==> config.mk <==
export PLATFORM = sky130hd
export DESIGN_NAME = ts_packet_marked_data_parser_core_flat
export DESIGN_NICKNAME = d
export VERILOG_FILES = /design/src/rtl/core/tsmp_pkg.sv /design/src/rtl/core/tsmp_if.sv /design/src/rtl/core/tsmp_apb.sv /design/src/rtl/core/tsmp_decode.sv /design/src/rtl/core/tsmp_out_stage.sv /design/src/rtl/core/ts_packet_marked_data_parser_core.sv /design/src/flat_wrapper.sv
export SDC_FILE = /design/constraint.sdc
export NUM_CORES = 1
export LEC_CHECK = 0
export CAP_MARGIN = 20
export CELL_PAD_IN_SITES_DETAIL_PLACEMENT = 1
export CELL_PAD_IN_SITES_GLOBAL_PLACEMENT = 1
export CORE_MARGIN = 4
export CORE_UTILIZATION = 44
export CTS_CLUSTER_SIZE = 25
export DETAILED_ROUTE_END_ITERATION = 10
export DONT_BUFFER_PORTS = 1
export PLACE_DENSITY = 0.82
export SYNTH_ARGS = -nofsm -noshare
export SYNTH_HDL_FRONTEND = slang
export SYNTH_SLANG_ARGS = --single-unit
==> constraint.sdc <==
create_clock -name i_clk -period 4.5 [get_ports i_clk]
set_input_delay 0.675 -clock i_clk [delete_from_list [all_inputs] [get_ports i_clk]]
set_output_delay 0.675 -clock i_clk [all_outputs]
set_load 0.02 [all_outputs]
==> src/rtl/core/tsmp_pkg.sv <==
`timescale 1ns / 1ps
// Shared types and constants of the transport stream packet parser.
// No dependencies; tsmp_apb, tsmp_decode, tsmp_out_stage and the top level refer to this package.
package tsmp_pkg;

    localparam int unsigned PktLen = 188;
    localparam logic [7:0] PktLast = 8'(PktLen - 1);
    localparam logic [7:0] SyncByte = 8'h47;
    localparam logic [12:0] NullPid = 13'h1FFF;

    // Adaptation field and marked run layout.
    localparam logic [7:0] FieldEndNoAdapt = 8'd4;
    localparam logic [7:0] FieldEndAfZero = 8'd5;
    localparam logic [7:0] AfLenPos = 8'd4;
    localparam logic [7:0] StuffStartPos = 8'd6;
    localparam logic [7:0] StuffRunMinEnd = 8'd9;
    localparam logic [7:0] NullRunMaxStart = 8'(PktLen - 3);

    // Configuration port.
    localparam int unsigned ApbAddrW = 3;
    localparam int unsigned ApbDataW = 32;
    localparam logic RegMarkerIdx = 1'b0;

    typedef enum logic [3:0] {
        PH_IDLE   = 4'b0001,
        PH_LEN_HI = 4'b0010,
        PH_LEN_LO = 4'b0100,
        PH_DATA   = 4'b1000
    } t_run_phase;

    typedef struct packed {
        logic        marked_valid;
        logic        payload_valid;
        logic [7:0]  out_byte;
        logic        packet_end;
        logic [12:0] packet_pid;
        logic [3:0]  continuity;
        logic        has_adaptation;
        logic        has_payload_flag;
        logic        null_packet;
        logic [7:0]  stuffing_count;
        logic [7:0]  marked_length;
        logic        sync_error;
    } t_result;

    // Handover from the decoder to the result register.
    typedef struct packed {
        logic    load;
        t_result res;
    } t_result_bus;

endpackage

==> src/rtl/core/tsmp_if.sv <==
`timescale 1ns / 1ps
// Valid/ready channel interfaces of the parser: the byte input and the result output.
// No dependencies.
interface tsmp_in_if;
    logic       valid;
    logic       ready;
    logic [7:0] stream_byte;

    modport source (output valid, output stream_byte, input ready);
    modport sink (input valid, input stream_byte, output ready);
endinterface

interface tsmp_out_if;
    logic        valid;
    logic        ready;
    logic        marked_valid;
    logic        payload_valid;
    logic [7:0]  out_byte;
    logic        packet_end;
    logic [12:0] packet_pid;
    logic [3:0]  continuity;
    logic        has_adaptation;
    logic        has_payload_flag;
    logic        null_packet;
    logic [7:0]  stuffing_count;
    logic [7:0]  marked_length;
    logic        sync_error;

    modport source (
        output valid, input ready,
        output marked_valid, output payload_valid, output out_byte, output packet_end,
        output packet_pid, output continuity, output has_adaptation,
        output has_payload_flag, output null_packet, output stuffing_count,
        output marked_length, output sync_error
    );
    modport sink (
        input valid, output ready,
        input marked_valid, input payload_valid, input out_byte, input packet_end,
        input packet_pid, input continuity, input has_adaptation,
        input has_payload_flag, input null_packet, input stuffing_count,
        input marked_length, input sync_error
    );
endinterface

==> src/rtl/core/tsmp_apb.sv <==
`timescale 1ns / 1ps
// APB-style configuration register file of the parser (marker byte register).
// Depends on tsmp_pkg.
module tsmp_apb (
    input  logic                           i_clk,
    input  logic                           i_rst_n,
    input  logic                           psel,
    input  logic                           penable,
    input  logic                           pwrite,
    input  logic [tsmp_pkg::ApbAddrW-1:0]  paddr,
    input  logic [tsmp_pkg::ApbDataW-1:0]  pwdata,
    output logic [tsmp_pkg::ApbDataW-1:0]  prdata,
    output logic                           pready,
    output logic [7:0]                     o_marker
);

    logic [7:0] r_marker;
    logic       reg_idx;
    logic       wr_en;

    // Registers sit on 32-bit words; the low address bits are ignored.
    assign reg_idx = paddr[2];
    assign pready  = 1'b1;
    assign wr_en   = psel && penable && pwrite && pready;

    always_ff @(posedge i_clk) begin
        if (!i_rst_n) begin
            r_marker <= 8'd0;
        end else if (wr_en && reg_idx == tsmp_pkg::RegMarkerIdx) begin
            r_marker <= pwdata[7:0];
        end
    end

    always_comb begin
        prdata = '0;
        if (reg_idx == tsmp_pkg::RegMarkerIdx) begin
            prdata = {{(tsmp_pkg::ApbDataW - 8){1'b0}}, r_marker};
        end
    end

    assign o_marker = r_marker;

endmodule

==> src/rtl/core/tsmp_decode.sv <==
`timescale 1ns / 1ps
// Input register and per-byte packet decoder: header fields, adaptation field,
// marked run tracking and payload selection. Depends on tsmp_pkg and tsmp_if.
module tsmp_decode (
    input  logic                  i_clk,
    input  logic                  i_rst_n,
    tsmp_in_if.sink               i_in,
    input  logic [7:0]            i_marker,
    input  logic                  i_take,
    output tsmp_pkg::t_result_bus o_bus
);

    logic                  r_in_valid;
    logic [7:0]            r_in_byte;
    logic                  advance;

    logic [7:0]            r_pos, n_pos;
    logic [12:0]           r_pid, n_pid;
    logic [3:0]            r_cc, n_cc;
    logic                  r_pay, n_pay;
    logic                  r_adapt, n_adapt;
    logic                  r_sync_err, n_sync_err;
    logic                  r_af_nz, n_af_nz;
    logic [7:0]            r_field_end, n_field_end;
    tsmp_pkg::t_run_phase  r_phase, n_phase;
    logic                  r_len_hi_nz, n_len_hi_nz;
    logic [7:0]            r_remaining, n_remaining;
    logic [7:0]            r_region_end, n_region_end;
    logic [7:0]            r_acc_len, n_acc_len;

    logic                  marked;
    logic                  payload;
    logic                  is_last;
    logic                  is_null;
    logic                  stuff_start;
    logic                  null_start;
    logic [7:0]            fe;
    logic [8:0]            af_end;
    logic [8:0]            run_end;
    logic [7:0]            rem_dec;
    tsmp_pkg::t_result     res;

    assign advance    = r_in_valid && i_take;
    assign i_in.ready = !r_in_valid || advance;

    always_ff @(posedge i_clk) begin
        if (!i_rst_n) begin
            r_in_valid <= 1'b0;
        end else if (i_in.ready) begin
            r_in_valid <= i_in.valid;
        end
    end

    always_ff @(posedge i_clk) begin
        if (i_in.valid && i_in.ready) begin
            r_in_byte <= i_in.stream_byte;
        end
    end

    assign is_last = (r_pos == tsmp_pkg::PktLast);
    assign is_null = (r_pid == tsmp_pkg::NullPid);
    assign af_end  = 9'd5 + {1'b0, r_in_byte};
    assign run_end = {1'b0, r_pos} + 9'd1 + {1'b0, r_in_byte};
    assign rem_dec = (r_remaining != 8'd0) ? r_remaining - 8'd1 : 8'd0;

    always_comb begin
        n_pid        = r_pid;
        n_cc         = r_cc;
        n_pay        = r_pay;
        n_adapt      = r_adapt;
        n_sync_err   = r_sync_err;
        n_af_nz      = r_af_nz;
        n_field_end  = r_field_end;
        n_phase      = r_phase;
        n_len_hi_nz  = r_len_hi_nz;
        n_remaining  = r_remaining;
        n_region_end = r_region_end;
        n_acc_len    = r_acc_len;
        marked       = 1'b0;
        payload      = 1'b0;
        stuff_start  = 1'b0;
        null_start   = 1'b0;
        fe           = r_field_end;

        if (r_pos == 8'd0) begin
            n_pid        = '0;
            n_cc         = '0;
            n_pay        = 1'b0;
            n_adapt      = 1'b0;
            n_af_nz      = 1'b0;
            n_field_end  = '0;
            n_phase      = tsmp_pkg::PH_IDLE;
            n_len_hi_nz  = 1'b0;
            n_remaining  = '0;
            n_region_end = '0;
            n_acc_len    = '0;
            n_sync_err   = (r_in_byte != tsmp_pkg::SyncByte);
        end else if (!r_sync_err) begin
            if (r_pos == 8'd1) begin
                n_pid = {r_in_byte[4:0], 8'd0};
            end else if (r_pos == 8'd2) begin
                n_pid = {r_pid[12:8], r_in_byte};
            end else if (r_pos == 8'd3) begin
                n_cc    = r_in_byte[3:0];
                n_pay   = r_in_byte[4];
                n_adapt = r_in_byte[5];
                n_af_nz = 1'b0;
                if (!r_in_byte[5]) begin
                    n_field_end = tsmp_pkg::FieldEndNoAdapt;
                end
            end else begin
                // The adaptation length is clamped so the field never runs past the packet.
                if (r_pos == tsmp_pkg::AfLenPos && r_adapt) begin
                    if (r_in_byte != 8'd0) begin
                        fe      = (af_end > 9'(tsmp_pkg::PktLen)) ? 8'(tsmp_pkg::PktLen)
                                                                  : af_end[7:0];
                        n_af_nz = 1'b1;
                    end else begin
                        fe = tsmp_pkg::FieldEndAfZero;
                    end
                end
                n_field_end = fe;

                case (r_phase)
                    tsmp_pkg::PH_DATA: begin
                        marked      = 1'b1;
                        n_remaining = rem_dec;
                        if (rem_dec == 8'd0) begin
                            n_phase = tsmp_pkg::PH_IDLE;
                        end
                    end
                    tsmp_pkg::PH_LEN_LO: begin
                        // A length with a nonzero high byte can never fit in a packet.
                        if (!r_len_hi_nz && r_in_byte != 8'd0
                                && run_end <= {1'b0, r_region_end}) begin
                            n_remaining = r_in_byte;
                            n_acc_len   = r_in_byte;
                            n_phase     = tsmp_pkg::PH_DATA;
                        end else begin
                            n_phase = tsmp_pkg::PH_IDLE;
                        end
                    end
                    tsmp_pkg::PH_LEN_HI: begin
                        n_len_hi_nz = (r_in_byte != 8'd0);
                        n_phase     = tsmp_pkg::PH_LEN_LO;
                    end
                    default: begin
                        stuff_start = r_adapt && n_af_nz && r_pos == tsmp_pkg::StuffStartPos
                                      && fe >= tsmp_pkg::StuffRunMinEnd;
                        null_start  = is_null && r_pay && r_pos == fe
                                      && fe < tsmp_pkg::NullRunMaxStart;
                        n_phase     = tsmp_pkg::PH_IDLE;
                        if ((stuff_start || null_start) && r_in_byte == i_marker) begin
                            n_region_end = stuff_start ? fe : 8'(tsmp_pkg::PktLen);
                            n_phase      = tsmp_pkg::PH_LEN_HI;
                        end
                    end
                endcase

                payload = r_pay && !is_null && r_pos >= fe;
            end
        end

        n_pos = is_last ? 8'd0 : r_pos + 8'd1;
    end

    always_comb begin
        res               = '0;
        res.marked_valid  = marked;
        res.payload_valid = payload;
        res.out_byte      = r_in_byte;
        res.packet_end    = is_last;
        if (is_last) begin
            if (n_sync_err) begin
                res.sync_error = 1'b1;
            end else begin
                res.packet_pid       = n_pid;
                res.continuity       = n_cc;
                res.has_adaptation   = n_adapt;
                res.has_payload_flag = n_pay;
                res.null_packet      = (n_pid == tsmp_pkg::NullPid);
                res.marked_length    = n_acc_len;
                if (n_adapt && n_af_nz && n_field_end > tsmp_pkg::StuffStartPos) begin
                    res.stuffing_count = n_field_end - tsmp_pkg::StuffStartPos;
                end
            end
        end
    end

    assign o_bus.load = advance && (marked || payload || is_last);
    assign o_bus.res  = res;

    always_ff @(posedge i_clk) begin
        if (!i_rst_n) begin
            r_pos        <= '0;
            r_pid        <= '0;
            r_cc         <= '0;
            r_pay        <= 1'b0;
            r_adapt      <= 1'b0;
            r_sync_err   <= 1'b0;
            r_af_nz      <= 1'b0;
            r_field_end  <= '0;
            r_phase      <= tsmp_pkg::PH_IDLE;
            r_len_hi_nz  <= 1'b0;
            r_remaining  <= '0;
            r_region_end <= '0;
            r_acc_len    <= '0;
        end else if (advance) begin
            r_pos        <= n_pos;
            r_pid        <= n_pid;
            r_cc         <= n_cc;
            r_pay        <= n_pay;
            r_adapt      <= n_adapt;
            r_sync_err   <= n_sync_err;
            r_af_nz      <= n_af_nz;
            r_field_end  <= n_field_end;
            r_phase      <= n_phase;
            r_len_hi_nz  <= n_len_hi_nz;
            r_remaining  <= n_remaining;
            r_region_end <= n_region_end;
            r_acc_len    <= n_acc_len;
        end
    end

    a_pos_in_packet: assert property (@(posedge i_clk) disable iff (!i_rst_n)
        r_pos <= tsmp_pkg::PktLast)
        else $error("byte position left the packet");

    a_data_has_bytes: assert property (@(posedge i_clk) disable iff (!i_rst_n)
        r_phase == tsmp_pkg::PH_DATA |-> r_remaining != 8'd0)
        else $error("run data phase with no bytes left");

    a_not_both_kinds: assert property (@(posedge i_clk) disable iff (!i_rst_n)
        o_bus.load |-> !(o_bus.res.marked_valid && o_bus.res.payload_valid))
        else $error("byte flagged as both marked and payload");

    a_sync_err_silent: assert property (@(posedge i_clk) disable iff (!i_rst_n)
        advance && r_sync_err && r_pos != 8'd0 |-> !marked && !payload)
        else $error("byte emitted from a packet with a bad sync byte");

endmodule

==> src/rtl/core/tsmp_out_stage.sv <==
`timescale 1ns / 1ps
// Result register of the parser, driving the valid/ready result channel.
// Depends on tsmp_pkg and tsmp_if.
module tsmp_out_stage (
    input  logic                  i_clk,
    input  logic                  i_rst_n,
    input  tsmp_pkg::t_result_bus i_bus,
    output logic                  o_take,
    tsmp_out_if.source            o_out
);

    logic              r_valid;
    tsmp_pkg::t_result r_res;

    // A new result may land when the register is empty or is being emptied now.
    assign o_take = !r_valid || o_out.ready;

    always_ff @(posedge i_clk) begin
        if (!i_rst_n) begin
            r_valid <= 1'b0;
        end else if (i_bus.load) begin
            r_valid <= 1'b1;
        end else if (o_out.ready) begin
            r_valid <= 1'b0;
        end
    end

    always_ff @(posedge i_clk) begin
        if (i_bus.load) begin
            r_res <= i_bus.res;
        end
    end

    assign o_out.valid            = r_valid;
    assign o_out.marked_valid     = r_res.marked_valid;
    assign o_out.payload_valid    = r_res.payload_valid;
    assign o_out.out_byte         = r_res.out_byte;
    assign o_out.packet_end       = r_res.packet_end;
    assign o_out.packet_pid       = r_res.packet_pid;
    assign o_out.continuity       = r_res.continuity;
    assign o_out.has_adaptation   = r_res.has_adaptation;
    assign o_out.has_payload_flag = r_res.has_payload_flag;
    assign o_out.null_packet      = r_res.null_packet;
    assign o_out.stuffing_count   = r_res.stuffing_count;
    assign o_out.marked_length    = r_res.marked_length;
    assign o_out.sync_error       = r_res.sync_error;

    a_load_only_when_free: assert property (@(posedge i_clk) disable iff (!i_rst_n)
        i_bus.load |-> o_take)
        else $error("result loaded over one not yet taken");

    a_result_means_something: assert property (@(posedge i_clk) disable iff (!i_rst_n)
        r_valid |-> r_res.marked_valid || r_res.payload_valid || r_res.packet_end)
        else $error("empty result presented");

    a_summary_only_at_end: assert property (@(posedge i_clk) disable iff (!i_rst_n)
        r_valid && !r_res.packet_end |-> r_res.packet_pid == 13'd0 && !r_res.sync_error
                                         && r_res.marked_length == 8'd0)
        else $error("packet summary outside the last byte");

endmodule

==> src/rtl/core/ts_packet_marked_data_parser_core.sv <==
`timescale 1ns / 1ps
// Top level of the transport stream packet parser with marked data run extraction.
// Depends on tsmp_pkg, tsmp_if, tsmp_apb, tsmp_decode and tsmp_out_stage.
//
// Usage:
//   i_in carries the transport stream, one byte per request, 188-byte packets back
//   to back with no gaps in the byte count. o_out carries at most one result per
//   byte: a marked run data byte, an ordinary payload byte of a non-null packet,
//   or the last byte of a packet with the packet summary (PID, continuity counter,
//   adaptation flags, stuffing count, last accepted run length, sync error).
//   Bytes that produce nothing are consumed silently.
//   The APB port holds the marker byte register at address 0; write it only while
//   the parser is idle.
// Timing:
//   Each byte is taken into an input register, decoded and written to the result
//   register, which drives o_out. One byte is accepted every cycle while the
//   receiver keeps taking results; the limit is the single decode step per byte
//   against the packet state.
// Reset and stalls:
//   Reset clears the packet position, so the first byte after reset is taken as
//   a sync byte, and sets the marker to zero. When the receiver stalls with a
//   result waiting, one more byte is held in the input register, after which
//   i_in.ready drops until the result is taken.
module ts_packet_marked_data_parser_core (
    input  logic                           i_clk,
    input  logic                           i_rst_n,
    tsmp_in_if.sink                        i_in,
    tsmp_out_if.source                     o_out,
    input  logic                           psel,
    input  logic                           penable,
    input  logic                           pwrite,
    input  logic [tsmp_pkg::ApbAddrW-1:0]  paddr,
    input  logic [tsmp_pkg::ApbDataW-1:0]  pwdata,
    output logic [tsmp_pkg::ApbDataW-1:0]  prdata,
    output logic                           pready
);

    logic [7:0]            marker;
    logic                  take;
    tsmp_pkg::t_result_bus bus;

    tsmp_apb u_apb (
        .i_clk    (i_clk),
        .i_rst_n  (i_rst_n),
        .psel     (psel),
        .penable  (penable),
        .pwrite   (pwrite),
        .paddr    (paddr),
        .pwdata   (pwdata),
        .prdata   (prdata),
        .pready   (pready),
        .o_marker (marker)
    );

    tsmp_decode u_decode (
        .i_clk    (i_clk),
        .i_rst_n  (i_rst_n),
        .i_in     (i_in),
        .i_marker (marker),
        .i_take   (take),
        .o_bus    (bus)
    );

    tsmp_out_stage u_out (
        .i_clk   (i_clk),
        .i_rst_n (i_rst_n),
        .i_bus   (bus),
        .o_take  (take),
        .o_out   (o_out)
    );

endmodule
==> src/flat_wrapper.sv <==
// flat-port wrapper written by rule: the top's interface ports become plain ports
module ts_packet_marked_data_parser_core_flat 
  (i_clk, i_rst_n, psel, penable, pwrite, paddr, pwdata, prdata, pready, i_in_valid, i_in_stream_byte, i_in_ready, o_out_valid, o_out_ready, o_out_marked_valid, o_out_payload_valid, o_out_out_byte, o_out_packet_end, o_out_packet_pid, o_out_continuity, o_out_has_adaptation, o_out_has_payload_flag, o_out_null_packet, o_out_stuffing_count, o_out_marked_length, o_out_sync_error);
  tsmp_in_if i_in_i ();
  tsmp_out_if o_out_i ();
  input  logic i_clk;
  input  logic i_rst_n;
  input  logic psel;
  input  logic penable;
  input  logic pwrite;
  input  logic [tsmp_pkg::ApbAddrW-1:0] paddr;
  input  logic [tsmp_pkg::ApbDataW-1:0] pwdata;
  output logic [tsmp_pkg::ApbDataW-1:0] prdata;
  output logic pready;
  input wire logic [$bits(i_in_i.valid)-1:0] i_in_valid;
  input wire logic [$bits(i_in_i.stream_byte)-1:0] i_in_stream_byte;
  output wire logic [$bits(i_in_i.ready)-1:0] i_in_ready;
  output wire logic [$bits(o_out_i.valid)-1:0] o_out_valid;
  input wire logic [$bits(o_out_i.ready)-1:0] o_out_ready;
  output wire logic [$bits(o_out_i.marked_valid)-1:0] o_out_marked_valid;
  output wire logic [$bits(o_out_i.payload_valid)-1:0] o_out_payload_valid;
  output wire logic [$bits(o_out_i.out_byte)-1:0] o_out_out_byte;
  output wire logic [$bits(o_out_i.packet_end)-1:0] o_out_packet_end;
  output wire logic [$bits(o_out_i.packet_pid)-1:0] o_out_packet_pid;
  output wire logic [$bits(o_out_i.continuity)-1:0] o_out_continuity;
  output wire logic [$bits(o_out_i.has_adaptation)-1:0] o_out_has_adaptation;
  output wire logic [$bits(o_out_i.has_payload_flag)-1:0] o_out_has_payload_flag;
  output wire logic [$bits(o_out_i.null_packet)-1:0] o_out_null_packet;
  output wire logic [$bits(o_out_i.stuffing_count)-1:0] o_out_stuffing_count;
  output wire logic [$bits(o_out_i.marked_length)-1:0] o_out_marked_length;
  output wire logic [$bits(o_out_i.sync_error)-1:0] o_out_sync_error;
  assign i_in_i.valid = i_in_valid;
  assign i_in_i.stream_byte = i_in_stream_byte;
  assign i_in_ready = i_in_i.ready;
  assign o_out_valid = o_out_i.valid;
  assign o_out_i.ready = o_out_ready;
  assign o_out_marked_valid = o_out_i.marked_valid;
  assign o_out_payload_valid = o_out_i.payload_valid;
  assign o_out_out_byte = o_out_i.out_byte;
  assign o_out_packet_end = o_out_i.packet_end;
  assign o_out_packet_pid = o_out_i.packet_pid;
  assign o_out_continuity = o_out_i.continuity;
  assign o_out_has_adaptation = o_out_i.has_adaptation;
  assign o_out_has_payload_flag = o_out_i.has_payload_flag;
  assign o_out_null_packet = o_out_i.null_packet;
  assign o_out_stuffing_count = o_out_i.stuffing_count;
  assign o_out_marked_length = o_out_i.marked_length;
  assign o_out_sync_error = o_out_i.sync_error;
  ts_packet_marked_data_parser_core u_core (.i_clk(i_clk), .i_rst_n(i_rst_n), .i_in(i_in_i), .o_out(o_out_i), .psel(psel), .penable(penable), .pwrite(pwrite), .paddr(paddr), .pwdata(pwdata), .prdata(prdata), .pready(pready));
endmodule
# Word-level counts from Yosys, hierarchy flattened
# Index checks and enable logic that the tools add are counted.
# Widths: inputs -> output; s select.
totals:
  regBits: 132
  inputBits: 50
  output_inout_bits: 83
  word_cells: 209
classes:
  add_sub_neg: 6
  order_cmp: 6
  n_eq_ne: 21
  muxes: 100
  bitwise: 3
  reduce_logical: 44
op_table:
  columns: ["operator", "count"]
  rows:
  - ["$mux 8", 39]
  - ["$mux 4", 12]
  - ["$mux 1", 43]
  - ["$mux 13", 3]
  - ["$eq 13x13->1 const B", 2]
  - ["$logic_and 1x1->1", 20]
  - ["$eq 8x2->1 const B", 2]
  - ["$eq 8x3->1 const B", 2]
  - ["$eq 8x8->1", 2]
  - ["$logic_not 8->1", 2]
  - ["$pmux 8 s2", 1]
  - ["$reduce_bool 8->1", 2]
  - ["$reduce_and 7->1", 2]
  - ["$pmux 4 s3", 1]
  - ["$reduce_and 6->1", 2]
  - ["$add 3x8->9 const A", 1]
  - ["$add 8x1->9 const B", 1]
  - ["$add 9x8->9", 1]
  - ["$gt 9x8->1 const B", 1]
  - ["$le 9x8->1", 1]
  - ["$add 8x1->8 const B", 1]
  - ["$eq 8x1->1 const B", 1]
  - ["$eq 8x8->1 const B", 1]
  - ["$ge 8x4->1 const B", 1]
  - ["20 further kinds", 36]

# Logic depth before layout (Yosys ltp)
depth:
  word_depth: 22
  depth_mapped: 19
  mapped_depth_nobuf: 18

# Cells and area by module
# A second synthesis with hierarchy kept.
hier_totals:
  cells_unflattened: 852
  area_unflattened_um2: 7970.1
modules_own_cells:
  columns: ["mod", "n_inst", "cells_per_inst", "area_per_inst_um2"]
  rows:
  - ["tsmp_decode", 1, 729, 5883.1]
  - ["tsmp_out_stage", 1, 52, 1490.2]
  - ["tsmp_apb", 1, 71, 596.8]

# Worst setup path after synthesis
# OpenSTA, ideal clock, no wires.
synth_path:
  kind: "flip-flop to flip-flop"
  from: "reg u_core.u_decode.r_in_byte[1]"
  to: "reg u_core.u_out.r_res, in the netlist u_core.u_out.o_out.continuity[0] (enable)"
  setup_time_ns: 0.414
  arrival_time_ns: 3.892
  required_ns: 4.086
  slack_ns: 0.193
  path_stages_with_launch: 16
  synth_period_minus_slack_ns: 4.307
  path_cell_list: "edfxtp_1 -> ha_1 -> o2111ai_1 -> mux2i_1 -> o41a_1 -> o211ai_1 -> nand2_1 -> inv_1 -> ha_1 -> nand3_1 -> nor2_1 -> nor2_1 -> a31oi_1 -> a211oi_1 -> nor2_1 -> o31a_1"
synth_lines:
  columns: ["item", "line_no", "text"]
  rows:
  - ["from (decl)", "tsmp_decode.sv:14", "logic [7:0] r_in_byte;"]
  - ["from (signal assigned)", "tsmp_decode.sv:56", "r_in_byte <= i_in.stream_byte;"]
  - ["to (signal assigned)", "tsmp_out_stage.sv:30", "r_res <= i_bus.res;"]
  - ["to (decl)", "tsmp_out_stage.sv:13", "tsmp_pkg::t_result r_res;"]

==> out/qor.csv <==
metric;value;unit
worstMarginPinSlew;0.926;ns
cp_data_arrival_time;4.65;ns
peakVddDrop;0.000294;V
gp_congestion;0.907;
drtPass1Iterations;5;
use_met3;0.0473;
dp_hpwl;16.4;mm
die_h;140;um
critPathKind;reg -> reg;
power_frac_clock;0.480;
synth_seq_cells;132;
avgSynthCellArea;9.11;um2
swShare;0.270;
clock_sinks;132;
yosysSeqAreaShare;0.419;
syn_area;0.00765;mm2
final_core_util;0.507;
dieWidth;140;um
initial_utilization;0.455;
routed_via_density;6.06;
yosysTopAreaCell;edfxtp_1;
status;completed;
rsz0062_at_grt;false;
ant_nets;0;
grt.met1_usage;0.296;
period_needed;4.32;ns
max_slew_margin;0.383;
cap_viol_max_count;0;
combPwrFrac;0.099;
die-area;0.0196;mm2
finClkSkew;0.0131;ns
vias;6522;
synth.distinct_cells;75;
syn-instance-count;839;
fmax;232;MHz
min_path_type;in -> reg;
power_density;356;mW/mm2
dp_slack;0.295;ns
hold_viol;0;
core;0.0168;mm2
switching_power;820;uW
drive_gt1_frac;0.103;
cts_max_level;4;
track_usage;0.240;
period_share;0.959;
use_met2;0.404;
io_pins;133;
synth.area.top_cells;edfxtp_1, dfxtp_1, ha_1;
grt_pass1_wl;37.1;mm
worstPathRequired;4.83;ns
antenna_found_initial;1;
end_kind;flip-flop;
seq_power_share;0.421;
io_buffers;0;
area_growth;11.6;%
hold_ws;0.334;ns
cellInternalPower;2220;uW
wl_per_cell;22.0;um
clk_pin_slew;0.06;ns
final_nets;928;
drv_slew;0;
yosysWarnings;0;
grt_pass1_vias;6788;
startpoint_type;flip-flop;
p_total;3040;uW
synthFlopType;dfxtp_1;
synth_edf_count;56;
busiest_layer;met2;
clk_latency;0.44;ns
fin_setup_tns;0;ns
drt_iter0_markers;432;
tritoncts;done;
numCtsBuffers;17;
row_count;47;
setup_viol;0;
worst-path-max-fanout;45;
remaining_drc_errors;0;
cts-hold-fix-buffers;0;
synthArstFlopShare;0;
grt_start_max_net_pins;84;
clockBufferDepth;2;
setup_slack;0.184;ns
yosysTopAreaCellShare;0.220;
grt_remaining_overflow;0;
clock-root-buffer;clkbuf_16;
p_leak;0.00325;uW
wirelength;23.7;mm
synth_stat cells, types with 4 or more instances:
| library cell | count |
|---|---|
| edfxtp_1 | 56 |
| dfxtp_1 | 76 |
| nand4_1 | 16 |
| nand3_1 | 31 |
| a22oi_1 | 22 |
| nor2b_1 | 37 |
| nand2_1 | 112 |
| a21oi_1 | 39 |
| o21a_1 | 5 |
| a21o_1 | 9 |
| mux2i_1 | 28 |
| a31oi_1 | 4 |
| ha_1 | 34 |
| a32o_1 | 9 |
| buf_4 | 26 |
| nand2b_1 | 8 |
| a21boi_0 | 15 |
| nor2_1 | 64 |
| and2_1 | 15 |
| clkbuf_1 | 30 |
| o21ai_0 | 25 |
| buf_2 | 7 |
| xor2_1 | 18 |
| xnor2_1 | 14 |
| nor4b_1 | 5 |
| o211ai_1 | 11 |
| nor3_1 | 10 |
| and3_1 | 5 |
| nor4_1 | 4 |
| inv_1 | 30 |
state kept, by name (all words and copies together), names as in the netlist, 4 cells and up:
| name | flops |
|---|---|
| u_core.u_decode.r_remaining | 8 |
| u_core.u_out.o_out.out_byte | 8 |
| u_core.u_decode.r_pos | 8 |
| u_core.u_decode.r_region_end | 8 |
| u_core.u_decode.r_cc | 4 |
| u_core.u_apb.o_marker | 8 |
| u_core.u_decode.r_phase | 4 |
| u_core.u_out.o_out.packet_pid | 13 |
| u_core.u_decode.r_in_byte | 8 |
| u_core.u_decode.r_field_end | 8 |
| u_core.u_out.o_out.marked_length | 8 |
| u_core.u_out.o_out.stuffing_count | 8 |
| u_core.u_decode.r_pid | 13 |
| u_core.u_decode.r_acc_len | 8 |
| u_core.u_out.o_out.continuity | 4 |
cells by family (layout without fill, tap and decap cells):
| group | Yosys count | after routing | synth area share |
|---|---|---|---|
| muxes | 28 | 28 | 0.0366 |
| DFF | 132 | 132 | 0.419 |
| xor gates and xnor gates | 32 | 32 | 0.0366 |
| AOI/OAI and AO/OA | 180 | 180 | 0.168 |
| buffers and inverters | 98 | 92 | 0.0620 |
| and+or+nand+nor | 332 | 332 | 0.218 |
| other | 2 | 26 | 0.000982 |
| adders and majority gates | 35 | 35 | 0.0582 |
metal layers:
metal / share of wire / routed length, um
met5: 0 / 0
met4: 0.033 / 792
met3: 0.051 / 1220
met2: 0.49 / 11700
met1: 0.42 / 9970
final timing paths:
check | from | end | slack (ns) | cells after the start
max | u_core.u_decode.r_in_byte[1] | u_core.u_out.o_out.valid | 0.18 | 14
max reg2reg | u_core.u_decode.r_in_byte[1] | u_core.u_out.o_out.valid | 0.18 | 14
min | i_in_stream_byte[6] | u_core.u_decode.r_in_byte[6] | 0.33 | 0
min reg2reg | u_core.u_decode.r_region_end[1] | u_core.u_decode.r_region_end[1] | 0.46 | 2
area by class of cell:
| class | count | area (um2) |
|---|---|---|
| diodes | 1 | 2.50 |
| fillers | 1957 | 8280 |
| inverters | 32 | 120 |
| multi-input cells | 632 | 4100 |
| clock buffers | 18 | 450 |
| well taps | 220 | 275 |
| clock inverters | 14 | 164 |
| repair buffers | 28 | 224 |
| flip-flops and latches | 132 | 3200 |
cell usage in the layout, fill, tap and decap left out, types with 3 or more instances in the layout:
cell / n
nand2_1: 112
dfxtp_1: 76
nor2_1: 64
edfxtp_1: 56
a21oi_1: 39
nor2b_1: 37
ha_1: 34
inv_1: 30
nand3_1: 30
mux2i_1: 28
o21ai_0: 25
conb_1: 25
buf_4: 25
a22oi_1: 22
xor2_1: 18
clkbuf_16: 18
nand4_1: 16
and2_1: 15
a21boi_0: 15
xnor2_1: 14
o211ai_1: 11
nor3_1: 10
a21o_1: 9
a32o_1: 9
nand2b_1: 8
inv_6: 6
and3_1: 5
o21a_1: 5
nor4_1: 4
a31oi_1: 4
nor4b_2: 3
and4_1: 3
o41ai_1: 3
a22o_1: 3
o21bai_1: 3
nor3b_1: 3
per-stage QoR:
stage | instance area (um2) | std cells
6_report | 8530 | 1077
5_1_grt | 8530 | 1077
4_1_cts | 8450 | 1069
3_5_place_dp | 7840 | 1037
3_3_place_gp | 7840 | 1037
2_1_floorplan | 7730 | 862
critical path: stages (launching register included):
cell and delay, ns:
edfxtp_1 0.53, ha_1 0.35, or2_2 0.32, o21ai_0 0.22, o41a_1 0.23, a22o_1 0.28
inv_1 0.11, ha_1 0.34, a21o_1 0.21, a21o_1 0.18, a211oi_1 0.38, nor2_1 0.13
o31a_2 0.46, buf_12 0.22, o21a_1 0.20
repair_timing:
item	in CTS	in global routing
setup buffers	0	6
endpoints found under the setup margin	0	55
resized for setup	0	6
power groups by stage:
stage / registers [uW] / clock network, uW / logic (uW)
floorplan: 1290 / 0 / 227
global placement: 1300 / 0 / 269
detailed placement: 1310 / 0 / 278
CTS: 1280 / 1470 / 286
global route: 1280 / 1530 / 325
finish: 1280 / 1460 / 302
(Power assumes the default switching activity.)
